## src/websocket_frame_deframer_assert.svh

```systemverilog
// Assertion macros used by the deframer parser (wsd_parse).
`ifndef WEBSOCKET_FRAME_DEFRAMER_ASSERT_SVH
`define WEBSOCKET_FRAME_DEFRAMER_ASSERT_SVH

`ifndef SYNTH
// Same-cycle implication.
`define WSD_ASSERT_IMP(lbl, ck, rn, ante, cons, msg) \
  lbl: assert property (@(posedge ck) disable iff (!rn) (ante) |-> (cons)) else $error(msg);
// Next-cycle implication.
`define WSD_ASSERT_NXT(lbl, ck, rn, ante, cons, msg) \
  lbl: assert property (@(posedge ck) disable iff (!rn) (ante) |=> (cons)) else $error(msg);
`else
`define WSD_ASSERT_IMP(lbl, ck, rn, ante, cons, msg)
`define WSD_ASSERT_NXT(lbl, ck, rn, ante, cons, msg)
`endif

`endif

```

## src/wsd_pkg.sv

```systemverilog
package wsd_pkg;

  localparam logic [6:0]  LEN_IS_16          = 7'd126;
  localparam logic [6:0]  LEN_IS_64          = 7'd127;
  localparam logic [31:0] DEFAULT_MAX_MASKED = 32'd1048576;

  localparam logic [3:0] OP_TEXT   = 4'h1;
  localparam logic [3:0] OP_BINARY = 4'h2;
  localparam logic [3:0] OP_CLOSE  = 4'h8;
  localparam logic [3:0] OP_PING   = 4'h9;
  localparam logic [3:0] OP_PONG   = 4'hA;

  typedef enum logic [2:0] {
    PH_FIRST   = 3'd0,
    PH_SECOND  = 3'd1,
    PH_EXTLEN  = 3'd2,
    PH_KEY     = 3'd3,
    PH_PAYLOAD = 3'd4
  } phase_t;

  typedef enum logic [2:0] {
    ACT_MESSAGE = 3'd0,
    ACT_CLOSE   = 3'd1,
    ACT_PING    = 3'd2,
    ACT_PONG    = 3'd3,
    ACT_UNKNOWN = 3'd4,
    ACT_TOO_BIG = 3'd5
  } action_t;

  typedef struct packed {
    logic        valid;
    logic [7:0]  rx_byte;
  } item_t;

  typedef struct packed {
    logic        data_valid;
    logic [7:0]  payload_byte;
    logic        frame_end;
    action_t     action;
    logic [3:0]  frame_opcode;
    logic [63:0] frame_length;
  } result_t;

endpackage

```

## src/websocket_frame_deframer.sv

```systemverilog
// Path: an accepted input item is held in the input register, then decoded
// into the result register. Throughput: one byte per cycle unless stalled;
// header bytes give a result item only at an empty frame's end or a too-big length.
// Reset: synchronous, active-low rst_n; resets the frame phase and clears the halt,
// and loads max_len_r with 1048576.
module websocket_frame_deframer
  import wsd_pkg::*;
(
  input  logic        clk,
  input  logic        rst_n,
  input  logic        cfg_wr_en,
  input  logic [31:0] cfg_wr_data,
  input  logic        in_valid,
  output logic        in_stall,
  input  logic [7:0]  in_rx_byte,
  output logic        out_valid,
  input  logic        out_stall,
  output logic        out_data_valid,
  output logic [7:0]  out_payload_byte,
  output logic        out_frame_end,
  output logic [2:0]  out_action,
  output logic [3:0]  out_frame_opcode,
  output logic [63:0] out_frame_length
);

  item_t   item;
  logic    take;
  logic    adv;
  logic    res_valid;
  result_t res;
  result_t out_res;

  wsd_in_reg u_in_reg (
    .clk        (clk),
    .rst_n      (rst_n),
    .in_valid   (in_valid),
    .in_stall   (in_stall),
    .in_rx_byte (in_rx_byte),
    .take_i     (take),
    .item_o     (item)
  );

  wsd_parse u_parse (
    .clk         (clk),
    .rst_n       (rst_n),
    .cfg_wr_en   (cfg_wr_en),
    .cfg_wr_data (cfg_wr_data),
    .item_i      (item),
    .adv_i       (adv),
    .take_o      (take),
    .res_valid_o (res_valid),
    .res_o       (res)
  );

  wsd_out_reg u_out_reg (
    .clk         (clk),
    .rst_n       (rst_n),
    .res_valid_i (res_valid),
    .res_i       (res),
    .adv_o       (adv),
    .out_valid   (out_valid),
    .out_stall   (out_stall),
    .out_o       (out_res)
  );

  assign out_data_valid   = out_res.data_valid;
  assign out_payload_byte = out_res.payload_byte;
  assign out_frame_end    = out_res.frame_end;
  assign out_action       = out_res.action;
  assign out_frame_opcode = out_res.frame_opcode;
  assign out_frame_length = out_res.frame_length;

endmodule

```

## src/wsd_in_reg.sv

```systemverilog
module wsd_in_reg
  import wsd_pkg::*;
(
  input  logic       clk,
  input  logic       rst_n,
  input  logic       in_valid,
  output logic       in_stall,
  input  logic [7:0] in_rx_byte,
  input  logic       take_i,
  output item_t      item_o
);

  logic       valid_r;
  logic       valid_nxt;
  logic [7:0] byte_r;
  logic       load;

  // Hold an item until the parser takes it
  assign in_stall  = valid_r && !take_i;
  assign load      = in_valid && !in_stall;
  assign valid_nxt = load || (valid_r && !take_i);

  always_ff @(posedge clk) begin
    if (!rst_n) begin
      valid_r <= 1'b0;
    end else begin
      valid_r <= valid_nxt;
    end
  end

  always_ff @(posedge clk) begin
    if (load) begin
      byte_r <= in_rx_byte;
    end
  end

  assign item_o.valid   = valid_r;
  assign item_o.rx_byte = byte_r;

endmodule

```

## src/wsd_parse.sv

```systemverilog
`include "websocket_frame_deframer_assert.svh"

module wsd_parse
  import wsd_pkg::*;
(
  input  logic        clk,
  input  logic        rst_n,
  input  logic        cfg_wr_en,
  input  logic [31:0] cfg_wr_data,
  input  item_t       item_i,
  input  logic        adv_i,
  output logic        take_o,
  output logic        res_valid_o,
  output result_t     res_o
);

  logic [31:0] max_len_r;
  phase_t      phase_r, phase_nxt;
  logic [3:0]  opcode_r, opcode_nxt;
  logic        mask_r, mask_nxt;
  logic [63:0] accum_r, accum_nxt;
  logic [63:0] left_r, left_nxt;
  logic [2:0]  cnt_r, cnt_nxt;
  logic [31:0] key_r, key_nxt;
  logic [1:0]  idx_r, idx_nxt;
  logic        halted_r, halted_nxt;
  logic        fire;

  assign fire   = item_i.valid && adv_i;
  assign take_o = fire;

  // Configuration register
  always_ff @(posedge clk) begin
    if (!rst_n) begin
      max_len_r <= DEFAULT_MAX_MASKED;
    end else if (cfg_wr_en) begin
      max_len_r <= cfg_wr_data;
    end
  end

  // Decode one byte against the frame state
  always_comb begin
    logic [7:0]  b;
    logic [6:0]  len7;
    logic [63:0] acc;
    logic [63:0] ld_len;
    logic [7:0]  kb;
    logic        ld;
    logic        fd;
    b          = item_i.rx_byte;
    len7       = b[6:0];
    acc        = {accum_r[55:0], b};
    ld_len     = '0;
    kb         = '0;
    ld         = 1'b0;
    fd         = 1'b0;
    phase_nxt  = phase_r;
    opcode_nxt = opcode_r;
    mask_nxt   = mask_r;
    accum_nxt  = accum_r;
    left_nxt   = left_r;
    cnt_nxt    = cnt_r;
    key_nxt    = key_r;
    idx_nxt    = idx_r;
    halted_nxt = halted_r;
    res_valid_o = 1'b0;
    res_o       = '0;

    if (fire && !halted_r) begin
      unique case (phase_r)
        PH_SECOND: begin
          mask_nxt = b[7];
          if (len7 == LEN_IS_16 || len7 == LEN_IS_64) begin
            accum_nxt = '0;
            // a count of eight wraps to zero in three bits
            cnt_nxt   = (len7 == LEN_IS_16) ? 3'd2 : 3'd0;
            phase_nxt = PH_EXTLEN;
          end else begin
            ld     = 1'b1;
            ld_len = {57'd0, len7};
          end
        end
        PH_EXTLEN: begin
          accum_nxt = acc;
          cnt_nxt   = cnt_r - 3'd1;
          if (cnt_r == 3'd1) begin
            ld     = 1'b1;
            ld_len = acc;
          end
        end
        PH_KEY: begin
          key_nxt = {key_r[23:0], b};
          cnt_nxt = cnt_r - 3'd1;
          if (cnt_r == 3'd1) begin
            idx_nxt = 2'd0;
            if (left_r == 64'd0) begin
              fd = 1'b1;
            end else begin
              phase_nxt = PH_PAYLOAD;
            end
          end
        end
        PH_PAYLOAD: begin
          if (mask_r) begin
            unique case (idx_r)
              2'd0: kb = key_r[31:24];
              2'd1: kb = key_r[23:16];
              2'd2: kb = key_r[15:8];
              default: kb = key_r[7:0];
            endcase
          end
          res_valid_o        = 1'b1;
          res_o.data_valid   = 1'b1;
          res_o.payload_byte = b ^ kb;
          idx_nxt  = idx_r + 2'd1;
          left_nxt = left_r - 64'd1;
          if (left_r == 64'd1) begin
            fd = 1'b1;
          end
        end
        default: begin
          opcode_nxt = b[3:0];
          phase_nxt  = PH_SECOND;
        end
      endcase

      // Length complete: check the limit if masked, then key, payload or empty frame
      if (ld) begin
        accum_nxt = ld_len;
        left_nxt  = ld_len;
        idx_nxt   = 2'd0;
        if (mask_nxt) begin
          if (ld_len > {32'd0, max_len_r}) begin
            res_valid_o        = 1'b1;
            res_o.frame_end    = 1'b1;
            res_o.action       = ACT_TOO_BIG;
            res_o.frame_opcode = opcode_r;
            res_o.frame_length = ld_len;
            halted_nxt = 1'b1;
            phase_nxt  = PH_FIRST;
          end else begin
            key_nxt   = '0;
            cnt_nxt   = 3'd4;
            phase_nxt = PH_KEY;
          end
        end else if (ld_len == 64'd0) begin
          fd = 1'b1;
        end else begin
          phase_nxt = PH_PAYLOAD;
        end
      end

      // Frame end: report the opcode action; close and unknown opcodes halt
      if (fd) begin
        res_valid_o        = 1'b1;
        res_o.frame_end    = 1'b1;
        res_o.frame_opcode = opcode_r;
        res_o.frame_length = accum_nxt;
        phase_nxt          = PH_FIRST;
        priority case (opcode_r)
          OP_TEXT, OP_BINARY: res_o.action = ACT_MESSAGE;
          OP_CLOSE: begin
            res_o.action = ACT_CLOSE;
            halted_nxt   = 1'b1;
          end
          OP_PING: res_o.action = ACT_PING;
          OP_PONG: res_o.action = ACT_PONG;
          default: begin
            res_o.action = ACT_UNKNOWN;
            halted_nxt   = 1'b1;
          end
        endcase
      end
    end
  end

  // Control state
  always_ff @(posedge clk) begin
    if (!rst_n) begin
      phase_r  <= PH_FIRST;
      halted_r <= 1'b0;
    end else begin
      phase_r  <= phase_nxt;
      halted_r <= halted_nxt;
    end
  end

  // Frame context
  always_ff @(posedge clk) begin
    opcode_r <= opcode_nxt;
    mask_r   <= mask_nxt;
    accum_r  <= accum_nxt;
    left_r   <= left_nxt;
    cnt_r    <= cnt_nxt;
    key_r    <= key_nxt;
    idx_r    <= idx_nxt;
  end

  `WSD_ASSERT_NXT(a_halt_sticky, clk, rst_n, halted_r, halted_r, "halt was released")
  `WSD_ASSERT_IMP(a_halt_silent, clk, rst_n, halted_r, !res_valid_o, "result while halted")
  `WSD_ASSERT_IMP(a_payload_left, clk, rst_n, phase_r == PH_PAYLOAD, left_r != 64'd0,
                  "payload phase with no bytes left")
  `WSD_ASSERT_NXT(a_fatal_halts, clk, rst_n,
                  res_valid_o && res_o.frame_end &&
                  (res_o.action == ACT_CLOSE || res_o.action == ACT_UNKNOWN ||
                   res_o.action == ACT_TOO_BIG),
                  halted_r, "fatal report did not halt")

endmodule

```

## src/wsd_out_reg.sv

```systemverilog
module wsd_out_reg
  import wsd_pkg::*;
(
  input  logic    clk,
  input  logic    rst_n,
  input  logic    res_valid_i,
  input  result_t res_i,
  output logic    adv_o,
  output logic    out_valid,
  input  logic    out_stall,
  output result_t out_o
);

  logic    valid_r;
  result_t res_r;

  // Free when empty or being taken this cycle
  assign adv_o = !valid_r || !out_stall;

  always_ff @(posedge clk) begin
    if (!rst_n) begin
      valid_r <= 1'b0;
    end else if (adv_o) begin
      valid_r <= res_valid_i;
    end
  end

  always_ff @(posedge clk) begin
    if (adv_o && res_valid_i) begin
      res_r <= res_i;
    end
  end

  assign out_valid = valid_r;
  assign out_o     = res_r;

endmodule

```

## config.mk

```make
export PLATFORM = sky130hd
export DESIGN_NAME = websocket_frame_deframer
export DESIGN_NICKNAME = d
export VERILOG_FILES = /design/src/wsd_pkg.sv /design/src/websocket_frame_deframer.sv /design/src/wsd_in_reg.sv /design/src/wsd_parse.sv /design/src/wsd_out_reg.sv
export VERILOG_INCLUDE_DIRS = /design/src /design/src/src
export SDC_FILE = /design/constraint.sdc
export NUM_CORES = 1
export LEC_CHECK = 0
export BUFFER_PORTS_ARGS = -buffer_cell sky130_fd_sc_hd__buf_2
export CAP_MARGIN = 40
export CELL_PAD_IN_SITES_DETAIL_PLACEMENT = 1
export CELL_PAD_IN_SITES_GLOBAL_PLACEMENT = 1
export CORE_ASPECT_RATIO = 1.75
export CORE_MARGIN = 2
export CORE_UTILIZATION = 30
export DETAILED_ROUTE_END_ITERATION = 6
export PLACE_DENSITY_LB_ADDON = 0.1
export SYNTH_ARGS = -nofsm -noshare
export SYNTH_HDL_FRONTEND = slang
export SYNTH_SLANG_ARGS = --single-unit
```

## constraint.sdc

```tcl
create_clock -name clk -period 4.9 [get_ports clk]
set_clock_uncertainty 0.15 [all_clocks]
set_input_delay 0.49 -clock clk [delete_from_list [all_inputs] [get_ports clk]]
set_output_delay 0.49 -clock clk [all_outputs]
set_load 0.05 [all_outputs]
```

==> Word-level counts from Yosys, hierarchy flattened <==
Cells that the tools add are included.
W data, S select, Z words.
{ "totals": {"output_inout_bits": 83, "regBits": 297, "in_bits": 45} }
{ "op_classes": {"n_lt_le_gt_ge": 1, "mux": 65, "n_reduce_logical": 27, "bitwise": 2, "addsub": 3, "eq_ne": 16} }
{ "ops": {"columns": ["op", "n"], "rows": [
  ["$mux W64", 6],
  ["$mux W72", 4],
  ["$pmux W64 S2", 2],
  ["$logic_not A64 Y1", 2],
  ["$mux W32", 4],
  ["$eq A64 B1 Y1 const B", 1],
  ["$gt A64 B32 Y1", 1],
  ["$sub A64 B1 Y64 const B", 1],
  ["$mux W3", 11],
  ["$mux W8", 3],
  ["$pmux W8 S3", 1],
  ["$mux W1", 23],
  ["$eq A7 B7 Y1 const B", 2],
  ["$eq A4 B4 Y1 const B", 3],
  ["$pmux W3 S4", 1],
  ["$mux W9", 1],
  ["$pmux W3 S3", 1],
  ["$reduce_or A4 Y1", 2],
  ["$xor A8 B8 Y8", 1],
  ["$mux W7", 1],
  ["$eq A3 B1 Y1 const B", 2],
  ["$eq A3 B2 Y1 const B", 2],
  ["$mux W2", 3],
  ["$pmux W3 S2", 1],
  ["20 further kinds", 35]
]} }

==> Longest topological paths before layout <==
{ "logic_depth": {"word_depth": 13, "ltp_mapped": 18, "depth_no_buf": 15} }

==> By module <==
From an unflattened synthesis, not the netlist that was laid out.
{ "hier_totals": {"cells_unflattened": 1354, "hier_area_um2": 14959.3} }
{ "modules_own_cells": {"columns": ["mod", "instances", "cells_per_inst", "seq_area_each_um2", "area_each_um2"], "rows": [
  ["wsd_parse", 1, 1255, 5825.6, 12190.4],
  ["wsd_out_reg", 1, 86, 2452.4, 2473.6],
  ["wsd_in_reg", 1, 13, 260.2, 295.3]
]} }

==> Worst setup path before layout <==
Ideal clock, no wire load.
{ "synth_timing": {"path_kind": "register to register", "from": "register u_out_reg.valid_r (netlist: u_out_reg.out_valid)", "to": "register u_out_reg.res_r, in the netlist u_out_reg.out_o[0], enable pin", "arrival_ns": 4.742, "path_stages_with_launch": 6, "period_less_slack_ns": 5.500, "setup_time_ns": 0.609, "slack_ns": -0.600, "path_cell_list": "dfxtp_1 > nand2_1 > nand3_1 > clkinv_1 > o31ai_1 > inv_1"} }
{ "synth_between": {"elab_chain_len": 6} }
{ "synth_lines": {"columns": ["element", "line_no", "rtl"], "rows": [
  ["start: declaration", "wsd_out_reg.sv:14", "logic valid_r;"],
  ["start signal: assignment", "wsd_out_reg.sv:24", "valid_r <= res_valid_i;"],
  ["$logic_not A1 Y1 *", "wsd_out_reg.sv:18", "assign adv_o = !valid_r || !out_stall;"],
  ["$logic_or A1 B1 Y1 *", "wsd_out_reg.sv:18", null],
  ["$logic_and A1 B1 Y1", "wsd_parse.sv:29", "assign fire = item_i.valid && adv_i;"],
  ["$logic_and A1 B1 Y1", "wsd_parse.sv:69", "if (fire && !halted_r) begin"],
  ["$mux W1", "wsd_parse.sv:69", null],
  ["$logic_and A1 B1 Y1 *", "wsd_out_reg.sv:29", "if (adv_o && res_valid_i) begin"],
  ["end signal: assignment", "wsd_out_reg.sv:30", "res_r <= res_i;"],
  ["end: declaration", "wsd_out_reg.sv:15", "result_t res_r;"]
]} }
Mark *: on every way between the ends. The rest lies on a longest branch, timed or not.
A chain may end at the register's enable or synchronous reset.

==> Worst setup path in the final report <==
{ "layout_timing": {"from": "register u_parse.phase_r[0]", "to": "register u_out_reg.res_r, in the netlist u_out_reg.out_o[20], data pin"} }
{ "layout_between": {"elab_chain_len": 9} }
{ "layout_lines": {"columns": ["element", "line_no", "rtl"], "rows": [
  ["start: declaration", "wsd_parse.sv:18", "phase_t phase_r, phase_nxt;"],
  ["start signal: assignment", "wsd_parse.sv:183", "phase_r <= phase_nxt;"],
  ["parallel branches: the longest is 8 deep, another holds $gt A64 B32 Y1", null, null],
  ["$mux W72 *", "wsd_parse.sv:154", "if (fd) begin"]
]} }
Every way passes the cells marked *. The select of a mux whose other input is x is not followed.

==> metrics.yaml <==
status: "completed"
avgSynthCellArea_sq_um: 10.7
timing.rr.end: "u_out_reg.out_o[20]$_SDFFCE_PN0P_"
dp_slack_ps: 383
worstSkewPairLatency_ps: 610
setup_violations: 0
p_leak_nw: 6.82
grt_pass1_wl_mm: 77.9
final_cell_mix: "edfxtp_1 (259), nand2_1 (185), buf_2 (127)"
synth_area_leader_cell: "edfxtp_1"
grt_overflow: 0
row_count: 108
antenna_found_initial: 0
synthSimpleGateAreaFrac: 0.160
antenna_left: 0
period_needed_ps: 4450
worstMarginPinSlew_ps: 827
cts_buffers: 30
core_region_area_sq_mm: 0.0493
synth_top_flop_cell: "edfxtp_1"
drive_gt1_frac: 0.152
ctsHtreeMaxLevel: 1
slew_violations: 0
syn_to_final_growth_pct: 20.3
cp-start-kind: "register"
rsz0062_at_grt: "no"
place.gp.congestion: 0.796
drc_errors: 0
slew_headroom: 0.447
hold_viol_final: 0
start_util: 0.302
port_buffers: 127
r2r_setup_slack_ps: 450
finalPower_w: 0.00589
dr_total_vias: 11500
wl_per_cell_microns: 22.7
reg2reg_from: "u_parse.phase_r[0]$_SDFFE_PN0P_"
postCtsResizedCells: 0
synth-xor-area-share: 0.0405
cp.arrival_ps: 4610
final_common_cell: "edfxtp_1"
synth.area.top_cells: "edfxtp_1 (52%), dfxtp_1 (5.1%), nand2_1 (4.7%), ha_1 (3.4%), a21oi_1 (3.3%)"
synth_compound_area_frac: 0.133
clk_pin_slew_worst_paths_ps: 60
die_x_microns: 173
drt-vias-per-instance: 5.14
first_global_vias: 12400
syn_nets: 1476
grt_use_total: 0.196
io-pin-count: 128
grt.busiest_layer: "met2"
use_met3: 0.0193
clk_path_buf_depth: 3
die_h_microns: 299
vdd.ir_drop.worst_v: 0.000213
worstSetupPathType: "register to register"
tns_ps: 0
ys_warn_count: 0
cts_tree: "done"
async_flop_share: 0
grt.met2_usage: 0.384
synth_edf_count: 259
first_pass_iters: 5
grt_max_degree: 80
synth.distinct_cells: 62
die_area_sq_mm: 0.0516
cts-hold-fix-buffers: 37
drv_cap: 0
synth_top_area_share: 0.521
hp-start: "cfg_wr_data[13]"
wirelength_mm: 50.8
endpoint_kind: "register"
cp.required_ps: 5070
gr-usage-met1: 0.222
min_path_type: "input port to register"
power_density_mw_per_mm2: 328
clock_sinks: 297
critPathSlowestCell: "dfxtp_1"
cts_root_buf: "clkbuf_16"
yosysSeqAreaShare: 0.572
drt_iter0_drc: 688
holdPathStages: 3
diodes: 0
finalCritPeriodShare: 0.908
synthCells: 1391
synth_top_family_by_area: "simple AND/OR/NAND/NOR gates"
nets: 1636
fmax_ghz: 0.225
cts_setup_buffers: 0
critical-path-max-stage-delay_ps: 550
crit_path_cell_trace: "nor3b_4 > o31ai_2 > nand2_2 > and2_1 > ha_1 > a21oi_1 > o21a_1 > o22ai_1 > a2111o_1 > o211ai_1 > a21oi_2 > buf_4 > o21ai_4 > buf_12 > nor3b_1"
reg2reg_depth: 15
dpl.hpwl_mm: 35.7
layout_setup_ws_ps: 452
critPathMaxFanout: 48
synth_mux_area_frac: 0.0221
syn_area_sq_mm: 0.0149
fillCellCount: 5479
synth_fa_ha_area_frac: 0.0336
synth_seq_cells: 297
holdPathEnd: "u_parse.max_len_r[13]$_SDFFE_PN0P_"
[worst max-delay path: cells and delay by family, from the launching register on]
family / cells / cell delay, ps
AO/OA/AOI/OAI: 8 / 1740
AND/OR/NAND/NOR: 4 / 950
adder cells (fa/ha/maj): 1 / 250
flip-flops: 1 / 550
buffers and inverters: 2 / 490
[logic make-up after synthesis]
kind of cell / Yosys count
flip-flops: 297
AND/OR/NAND/NOR: 489
adder cells (fa/ha/maj): 40
buffers and inverters: 152
AO/OA/AOI/OAI: 311
XOR/XNOR: 69
multiplexers: 33
[power breakdown]
group          switching, W  leakage (nW)  internal (W)
sequential         0.000100          2.89       0.00286
combinational      0.000326          3.44      0.000208
clock               0.00106         0.484       0.00133
[sequential cells by signal (all words and copies together) (netlist names), 2 cells and up]
| signal | flops |
|---|---|
| u_out_reg.out_o | 81 |
| u_parse.accum_r | 64 |
| u_parse.left_r | 64 |
| u_parse.key_r | 32 |
| u_parse.max_len_r | 32 |
| u_in_reg.byte_r | 8 |
| u_parse.opcode_r | 4 |
| u_parse.cnt_r | 3 |
| u_parse.phase_r | 3 |
| u_parse.idx_r | 2 |
[how the worst max path moves through the flow]
stage,startpoint,to,slack (ps),cells past startpoint
after global placement,u_parse.phase_r[1]$_SDFFE_PN0P_,u_out_reg.out_o[51]$_SDFFCE_PN0P_,460,15
final,u_parse.phase_r[0]$_SDFFE_PN0P_,u_out_reg.out_o[20]$_SDFFCE_PN0P_,450,15
after global routing,u_parse.phase_r[0]$_SDFFE_PN0P_,u_out_reg.out_o[38]$_SDFFCE_PN0P_,140,15
after detailed placement,u_parse.phase_r[0]$_SDFFE_PN0P_,u_out_reg.out_o[74]$_SDFFCE_PN0P_,380,13
after floorplan,u_in_reg.byte_r[2]$_DFFE_PP_,u_out_reg.out_o[0]$_SDFFCE_PN0P_,30,15
after CTS,u_parse.phase_r[0]$_SDFFE_PN0P_,u_out_reg.out_o[35]$_SDFFCE_PN0P_,350,13
[metrics by stage]
step	instance area [sq um]	utilization	hold WS, ps	cells
2_1_floorplan	15000	-	274	1391
3_3_place_gp	16500	0.335	327	2140
3_5_place_dp	16600	0.336	337	2142
4_1_cts	17900	0.364	1.10	2234
5_1_grt	17900	0.364	13.5	2234
6_report	17900	0.364	21.2	2234
[per-layer routing]
layer,part of all wire,vias up
li1,-,5404
met2,0.56,227
met5,0,-
met3,0.032,51
met1,0.39,5803
met4,0.023,0
[area by class of cell]
cell class                 count  area, sq um  share of cell area
clock inverter                22          219              0.0122
sequential                   297         8540               0.476
inverter                      74          284              0.0158
timing repair buffer         206         1430              0.0796
clock buffer                  33          762              0.0425
tap                          660          826              0.0460
multi-input combinational    942         5890               0.328
[synthesized netlist by cell type (3+ instances only)]
master,count
a21o_1,8
a21oi_1,99
a222oi_1,8
a22o_1,54
a22oi_1,19
and2_1,9
and3_1,4
buf_1,8
clkbuf_1,68
dfxtp_1,38
edfxtp_1,259
ha_1,40
inv_1,72
mux2i_1,33
nand2_1,186
nand2b_1,4
nand3_1,13
nand4_1,13
nor2_1,109
nor2b_1,4
nor3_1,22
nor3b_1,40
nor4_1,31
o211ai_1,3
o21ai_0,88
o21ai_1,3
o21ai_2,3
o22ai_1,4
o31ai_1,5
or2_2,3
or3_1,26
or4_1,11
xnor2_1,39
xor2_1,30
Power figures use the tool's default switching activity.
